`src/design/wps_pkg.sv`:
```
// shared types, constants and the byte-wide lfsr step for the packet scrambler
// no dependencies
`default_nettype none
package wps_pkg;

    localparam logic [10:0] POS_MAX      = 11'd2047;
    localparam logic [10:0] PKT_SIZE_RST = 11'd1515;
    localparam logic [10:0] PASS_BYTES   = 11'd3;
    localparam logic [10:0] SEED_BYTE    = 11'd3;
    localparam logic [7:0]  SEED_STEP    = 8'd37;
    localparam logic [7:0]  SEED_MOD     = 8'd127;
    localparam logic [6:0]  SEED_RST     = 7'd1;

    typedef struct packed {
        logic [7:0]  pipe_byte;
        logic        packet_start;
        logic [15:0] meaningful_length;
    } t_in_item;

    typedef struct packed {
        logic [7:0] seq;
        logic [6:0] next;
    } t_lfsr_out;

    // eight steps of x^7 + x^4 + 1, output bit taken lsb first
    function automatic t_lfsr_out lfsr_byte(input logic [6:0] state);
        t_lfsr_out  res;
        logic [6:0] r;
        logic       fb;
        r = state;
        res.seq = 8'd0;
        for (int k = 0; k < 8; k++) begin
            fb = r[0] ^ r[3];
            res.seq[k] = r[0];
            r = {fb, r[6:1]};
        end
        res.next = r;
        return res;
    endfunction

endpackage
`default_nettype wire

```
`src/design/wps_in_stage.sv`:
```
// input register of the scrambler with stall generation towards the source
// depends on wps_pkg
`default_nettype none
module wps_in_stage
    import wps_pkg::*;
(
    input  wire        i_clk,
    input  wire        i_rst_n,
    input  wire        i_in_valid,
    output logic       o_in_stall,
    input  wire [7:0]  i_pipe_byte,
    input  wire        i_packet_start,
    input  wire [15:0] i_meaningful_length,
    input  wire        i_advance,
    output logic       o_item_valid,
    output t_in_item   o_item
);

    logic     r_valid;
    t_in_item r_item;
    logic     w_accept;

    assign o_in_stall = r_valid && !i_advance;
    assign w_accept   = i_in_valid && !o_in_stall;

    always_ff @(posedge i_clk) begin
        if (!i_rst_n) begin
            r_valid <= 1'b0;
        end else if (w_accept) begin
            r_valid <= 1'b1;
        end else if (i_advance) begin
            r_valid <= 1'b0;
        end
    end

    always_ff @(posedge i_clk) begin
        if (w_accept) begin
            r_item.pipe_byte         <= i_pipe_byte;
            r_item.packet_start      <= i_packet_start;
            r_item.meaningful_length <= i_meaningful_length;
        end
    end

    assign o_item_valid = r_valid;
    assign o_item       = r_item;

endmodule
`default_nettype wire

```
`src/design/wps_scramble.sv`:
```
// per-packet state (lfsr, position, length, seed) and the result byte logic
// depends on wps_pkg
`default_nettype none
module wps_scramble
    import wps_pkg::*;
(
    input  wire        i_clk,
    input  wire        i_rst_n,
    input  wire        i_fire,
    input  t_in_item   i_item,
    input  wire [10:0] i_packet_size,
    output logic [7:0] o_out_byte
);

    logic [6:0]  r_lfsr;
    logic [10:0] r_pos;
    logic [10:0] r_held;
    logic [6:0]  r_residue;
    logic [6:0]  r_seed;

    logic [6:0]  n_lfsr;
    logic [10:0] n_pos;
    logic [10:0] n_held;
    logic [6:0]  n_residue;
    logic [6:0]  n_seed;

    logic [7:0]  w_res_sum;
    t_lfsr_out   w_seq;
    logic [7:0]  w_mix;

    always_comb begin
        w_res_sum = {1'b0, r_residue} + SEED_STEP;
        if (i_item.packet_start) begin
            n_seed    = r_residue + 7'd1;
            n_residue = (w_res_sum >= SEED_MOD) ? 7'(w_res_sum - SEED_MOD) : w_res_sum[6:0];
            n_held    = (i_item.meaningful_length > {5'd0, i_packet_size})
                        ? i_packet_size : i_item.meaningful_length[10:0];
            n_pos     = 11'd0;
            w_seq     = lfsr_byte(n_seed);
        end else begin
            n_seed    = r_seed;
            n_residue = r_residue;
            n_held    = r_held;
            n_pos     = (r_pos < POS_MAX) ? r_pos + 11'd1 : r_pos;
            w_seq     = lfsr_byte(r_lfsr);
        end
        n_lfsr = w_seq.next;

        w_mix = i_item.pipe_byte ^ w_seq.seq;
        if (n_pos >= n_held) begin
            o_out_byte = 8'd0;
        end else if (n_pos < PASS_BYTES) begin
            o_out_byte = i_item.pipe_byte;
        end else if (n_pos == SEED_BYTE) begin
            o_out_byte = {w_mix[7], n_seed};
        end else begin
            o_out_byte = w_mix;
        end
    end

    always_ff @(posedge i_clk) begin
        if (!i_rst_n) begin
            r_lfsr    <= 7'd0;
            r_pos     <= 11'd0;
            r_held    <= 11'd0;
            r_residue <= 7'd0;
            r_seed    <= SEED_RST;
        end else if (i_fire) begin
            r_lfsr    <= n_lfsr;
            r_pos     <= n_pos;
            r_held    <= n_held;
            r_residue <= n_residue;
            r_seed    <= n_seed;
        end
    end

endmodule
`default_nettype wire

```
`src/design/wlan_packet_scrambler.sv`:
```
// top level of the packet scrambler: config register, input stage, scrambler, result register
// depends on wps_pkg, wps_in_stage and wps_scramble
`default_nettype none
// Scrambles one pipe byte per clock cycle while the sink does not stall. An item passes
// an input register and then a result register, from which its result is presented;
// the 7-bit LFSR advances eight steps in the single stage between them, which sets
// the rate of one item per cycle. The stall towards the source rises only while both
// registers hold items and the sink stalls. The packet_size register is always ready;
// the user must write it only while the block is idle, which the block does not enforce.
module wlan_packet_scrambler
    import wps_pkg::*;
(
    input  wire        i_clk,
    input  wire        i_rst_n,
    input  wire        i_in_valid,
    output logic       o_in_stall,
    input  wire [7:0]  i_pipe_byte,
    input  wire        i_packet_start,
    input  wire [15:0] i_meaningful_length,
    output logic       o_out_valid,
    input  wire        i_out_stall,
    output logic [7:0] o_out_byte,
    input  wire        i_cfg_valid,
    output logic       o_cfg_ready,
    input  wire [10:0] i_cfg_packet_size
);

    logic [10:0] r_packet_size;
    logic        r_out_valid;
    logic [7:0]  r_out_byte;
    logic        w_advance;
    logic        w_item_valid;
    t_in_item    w_item;
    logic [7:0]  w_result;

    assign o_cfg_ready = 1'b1;
    assign w_advance   = !r_out_valid || !i_out_stall;

    always_ff @(posedge i_clk) begin
        if (!i_rst_n) begin
            r_packet_size <= PKT_SIZE_RST;
        end else if (i_cfg_valid && o_cfg_ready) begin
            r_packet_size <= i_cfg_packet_size;
        end
    end

    wps_in_stage u_in_stage (
        .i_clk               (i_clk),
        .i_rst_n             (i_rst_n),
        .i_in_valid          (i_in_valid),
        .o_in_stall          (o_in_stall),
        .i_pipe_byte         (i_pipe_byte),
        .i_packet_start      (i_packet_start),
        .i_meaningful_length (i_meaningful_length),
        .i_advance           (w_advance),
        .o_item_valid        (w_item_valid),
        .o_item              (w_item)
    );

    wps_scramble u_scramble (
        .i_clk         (i_clk),
        .i_rst_n       (i_rst_n),
        .i_fire        (w_item_valid && w_advance),
        .i_item        (w_item),
        .i_packet_size (r_packet_size),
        .o_out_byte    (w_result)
    );

    always_ff @(posedge i_clk) begin
        if (!i_rst_n) begin
            r_out_valid <= 1'b0;
        end else if (w_advance) begin
            r_out_valid <= w_item_valid;
        end
    end

    always_ff @(posedge i_clk) begin
        if (w_advance && w_item_valid) begin
            r_out_byte <= w_result;
        end
    end

    assign o_out_valid = r_out_valid;
    assign o_out_byte  = r_out_byte;

endmodule
`default_nettype wire

```
`config.mk`:
```
export PLATFORM = sky130hd
export DESIGN_NAME = wlan_packet_scrambler
export DESIGN_NICKNAME = d
export VERILOG_FILES = /design/src/design/wps_pkg.sv /design/src/design/wps_in_stage.sv /design/src/design/wps_scramble.sv /design/src/design/wlan_packet_scrambler.sv
export SDC_FILE = /design/constraint.sdc
export NUM_CORES = 1
export LEC_CHECK = 0
export BUFFER_PORTS_ARGS = -buffer_cell sky130_fd_sc_hd__buf_2
export CAP_MARGIN = 20
export CORE_MARGIN = 3
export CORE_UTILIZATION = 50
export CTS_CLUSTER_DIAMETER = 50
export DETAILED_ROUTE_END_ITERATION = 8
export GPL_ROUTABILITY_DRIVEN = 0
export PLACE_DENSITY = 0.73
export SLEW_MARGIN = 0
export SYNTH_ARGS = -nofsm -noshare
export SYNTH_HDL_FRONTEND = slang
export SYNTH_SLANG_ARGS = --single-unit
```
`constraint.sdc`:
```
create_clock -name i_clk -period 9 [get_ports i_clk]
set_input_delay 2.7 -clock i_clk [delete_from_list [all_inputs] [get_ports i_clk]]
set_output_delay 2.7 -clock i_clk [all_outputs]
set_load 0.01 [all_outputs]
```
======== Word level (Yosys, flattened, before mapping) ========
Index checks and enable logic that the tools add are counted.
cells by class
  order comparisons ....................... 5
  reduce and logical (&&, ||, !) cells .... 10
  eq/ne operators ......................... 1
  muxes and demuxes ....................... 11
  bitwise operators ....................... 17
  $add $sub $neg .......................... 4
operators with widths
  operator                 number
  $mux W11                 4
  $mux W7                  3
  $gt A16 B11 Y1           1
  $xor A1 B1 Y1            16
  $mux W15                 1
  $add A11 B1 Y11 const B  1
  $eq A11 B2 Y1 const B    1
  $ge A11 B11 Y1           1
  $lt A11 B11 Y1 const B   1
  $lt A11 B2 Y1 const B    1
  $add A7 B6 Y8 const B    1
  $ge A8 B7 Y1 const B     1
  $mux W8                  1
  $xor A8 B8 Y8            1
  $add A7 B1 Y7 const B    1
  $sub A7 B7 Y7 const B    1
  $logic_not A1 Y1         4
  $logic_and A1 B1 Y1      3
  $mux W1                  2
  $reduce_and A2 Y1        1
  $reduce_bool A2 Y1       1
  $logic_or A1 B1 Y1       1
word-level totals
  input port bits ......................... 41
  output and inout port bits .............. 11
  flip-flop bits (word level) ............. 89
  word-level logic and storage cells ...... 60

======== Logic depth before layout (Yosys ltp) ========
  word-level depth ........................ 7
  depth in mapped cells ................... 18
  depth with buffers taken out ............ 17

======== By module ========
From an unflattened synthesis, not the netlist that was laid out.
unflattened totals
  cells, all modules ...................... 534
  area, all modules ....................... 5061.1 um2
by module, submodules not included
  module                 area an instance (um2)  seq. area each (um2)  times used  cells an instance
  wps_scramble           3575.9                  860.8                 1           455
  wps_in_stage           798.3                   770.7                 1           29
  wlan_packet_scrambler  686.9                   480.5                 1           50

======== Worst setup path after synthesis ========
OpenSTA, ideal clock, no wires.
  path type ............................... input -> output
  start point ............................. input i_out_stall
  end point ............................... output o_in_stall
  buffers on the path ..................... 0
  arrival time ............................ 2.920 ns
  required time ........................... 6.300 ns
  cell stages on the path ................. 1
  path slack .............................. 3.380 ns
  cells stage by stage .................... and3_1
on the way
  cells in the longest elaborated chain, start to end .. 4
RTL lines
  what                 line                         RTL
  from (decl)          wlan_packet_scrambler.sv:21  input wire i_out_stall,
  $logic_not A1 Y1     wlan_packet_scrambler.sv:37  assign w_advance = !r_out_valid || !i_out_stall;
  $logic_or A1 B1 Y1   wlan_packet_scrambler.sv:37
  $logic_not A1 Y1     wps_in_stage.sv:23           assign o_in_stall = r_valid && !i_advance;
  $logic_and A1 B1 Y1  wps_in_stage.sv:23
  to (decl)            wlan_packet_scrambler.sv:16  output logic o_in_stall,
Every way passes these cells.

======== Worst setup path in the final report ========
Same ends and word-level chain as after synthesis.

==> reports/results.ini <==
[final_layout]
fill_cells=941
synthToLayoutAreaGrowth_pct=9.00
nNetsFinal=680
diodes=0
post_route_cells_drive_above_1_share=0.169

[setup_path]
path_max_fanout=3
cp-startpoint=i_out_stall
slowest_stage=and3_1
cp.arrival_ns=3.16
r2r_setup_slack_ns=4.64
crit_type=in2out
cp_common_cell=buf_2
crit_family=buffers and inverters
crit_buf_inv=2
regToRegStartpoint=u_in_stage.o_item[1]
worst_r2r_path_depth=17
crit_chain=buf_2 -> and3_1 -> buf_2
worst_setup_path_end_kind=output pin
crit_path_max_incr_delay_ns=0.20
startpoint_type=input pin
rr_endpoint=o_out_byte[1]
critPathRequiredTime_ns=6.30

[cts]
cts_num_sinks=89
cts_hold_buf=0
clock_latency_ns=0.38
post_cts_buffers=0
clockRootBuffer=clkbuf_8
cts_tree=done
clock_path_buffers=2
post_cts_resized=0
cts.reportedPaths.clkPinSlew_ns=0.08
htree_levels=3
numCtsBuffers=9

[sta]
worst_pin_slew_ns=0.954
post-route-min-period_ns=5.86
hold_slack_ns=0.507
post-route-period-util=0.651
rsz0062_at_grt=no
drv_slew=0
finalSetupViolCount=0
finalHoldViolations=0
max_freq_ghz=0.171
skew_ns=0.0100
slew_headroom=0.364
final.setup.tns_ns=0

[synth]
synthDominantCellAreaShare=0.213
syn_area_um2=5270
yosysSeqAreaShare=0.401
synth_common_cells=dfxtp_1, nand2_1, o21ai_0, nor2_1
syn_area_per_cell_um2=8.96
yosysTopAreaCell=dfxtp_1
synth_edf_count=33
synthArstFlopShare=0
yosysWarnings=0
synthFlopType=dfxtp_1
syn_nets=656
synthTopCellsByArea=dfxtp_1, edfxtp_1, ha_1
synth_seq_cells=89
postSynthCellCount=588
synth.distinct_cells=66
yosysMostFrequentCell=dfxtp_1

[pwr]
max-vdd-ir-drop_mv=0.137
p_leak_uw=0.00238
power.density_nw_per_um2=146

[floorplan]
die_w_um=109
initial_core_util=0.527
ios=52
coreArea_um2=10000
die_h_um=109
fp-row-count=36
die_area_um2=11800

[hold_path]
hold_path_class=reg2reg
hold_depth=2
holdCritStartpoint=r_packet_size[7]
whs_endpoint=r_packet_size[7]

[grt]
grt_max_degree=60
track_usage=0.209
grt_pass1_vias=4221
grt_pass1_wl_mm=19.5
grt_util_met3=0.0574
antenna_found_initial=0
grt.busiest_layer=met2
met1_usage=0.245
grtUsageMet2=0.365
grt_remaining_overflow=0

[detailed_routing]
drc_errors=0
first_iter_violations=301
detail_route.wl_per_cell_um=15.6
dr.pass1.iters=5
detail-route-antenna-nets=0
via_per_inst=5.84
dr_total_vias=4377
drt-total-wl_mm=11.7

[job]
cap_violations=0

[placed_design]
place_hpwl_mm=8.24
io_buffers=50

[status]
status=finished, final reports clean

-- kinds of logic (layout without fill, tap and decap cells) --
logic type / count (synthesis) / after routing / synth area share
and+or+nand+nor: 190 / 190 / 0.182
AOI/OAI and AO/OA: 172 / 172 / 0.222
DFF: 89 / 89 / 0.401
other: 1 / 1 / 0.000712
xor gates and xnor gates: 30 / 30 / 0.0499
buffers and inverters: 64 / 93 / 0.0506
adders and majority gates: 27 / 27 / 0.0641
muxes: 15 / 15 / 0.0292
-- area by class of cell --
| cell class | instances | area (µm²) | area share |
|---|---|---|---|
| multi-input combinational | 435 | 2890 | 0.504 |
| clock buffer | 13 | 180 | 0.0314 |
| tap | 133 | 166 | 0.0290 |
| sequential | 89 | 2110 | 0.368 |
| inverter | 22 | 82.6 | 0.0144 |
| clock inverter | 3 | 21.3 | 0.00370 |
| timing repair buffer | 55 | 285 | 0.0497 |
-- how the worst max path moves through the flow --
stage	to	cells past startpoint
after floorplan	o_in_stall	1
after global placement	o_in_stall	3
after detailed placement	o_in_stall	3
after CTS	o_in_stall	3
after global routing	o_in_stall	3
final	o_in_stall	3
-- worst min-delay path, cell delays in order, from the launching register on --
cell and delay [ns]:
dfxtp_1 0.31, inv_1 0.07, o211ai_1 0.08
-- layer usage --
layer  vias to the layer above  part of all wire
li1                       2173                 -
met1                      2052              0.42
met2                       130              0.50
met3                        22             0.055
met4                         0             0.020
met5                         -                 0
-- per-stage QoR --
stage / utilization / total power [µW] / setup WS [ns] / std cells / instance area [µm²]
final: 0.574 / 838 / 3.14 / 750 / 5740
after global routing: 0.574 / 877 / 3.12 / 750 / 5740
after CTS: 0.574 / 847 / 3.14 / 750 / 5740
after detailed placement: 0.554 / 571 / 3.14 / 734 / 5540
after global placement: 0.554 / 566 / 3.15 / 733 / 5540
after floorplan: - / 538 / 3.38 / 588 / 5270
-- cells in the final DEF (no fill, tap or decap), types with 8 or more instances in the layout --
cell / instances
dfxtp_1: 56
nand2_1: 53
buf_2: 51
o21ai_0: 44
nor2_1: 39
edfxtp_1: 33
a21oi_1: 29
ha_1: 27
inv_1: 22
nand3_1: 22
a31oi_1: 17
xor2_1: 15
xnor2_1: 15
nor2b_1: 13
a21boi_0: 13
mux2i_1: 12
clkbuf_8: 11
a31o_2: 10
o211ai_1: 10
nand4_1: 9
o211a_1: 8
o22ai_1: 8
-- registers in the layout, summed over array words and instances, names as in the netlist, 7 cells and up --
signal                flops
u_scramble.r_seed         7
r_packet_size            11
u_scramble.r_held        11
u_scramble.r_lfsr         7
u_in_stage.o_item        25
u_scramble.r_pos         11
u_scramble.r_residue      7
o_out_byte                8
-- power by group --
| group | internal, µW | switching (µW) | leakage, µW | total [µW] |
|---|---|---|---|---|
| clock | 133 | 143 | 0.000101 | 276 |
| sequential | 438 | 14.1 | 0.000777 | 452 |
| combinational | 46.4 | 63.6 | 0.00150 | 110 |
| total | 617 | 220 | 0.00238 | 838 |
Note: power is estimated with default switching activity, not from simulation.
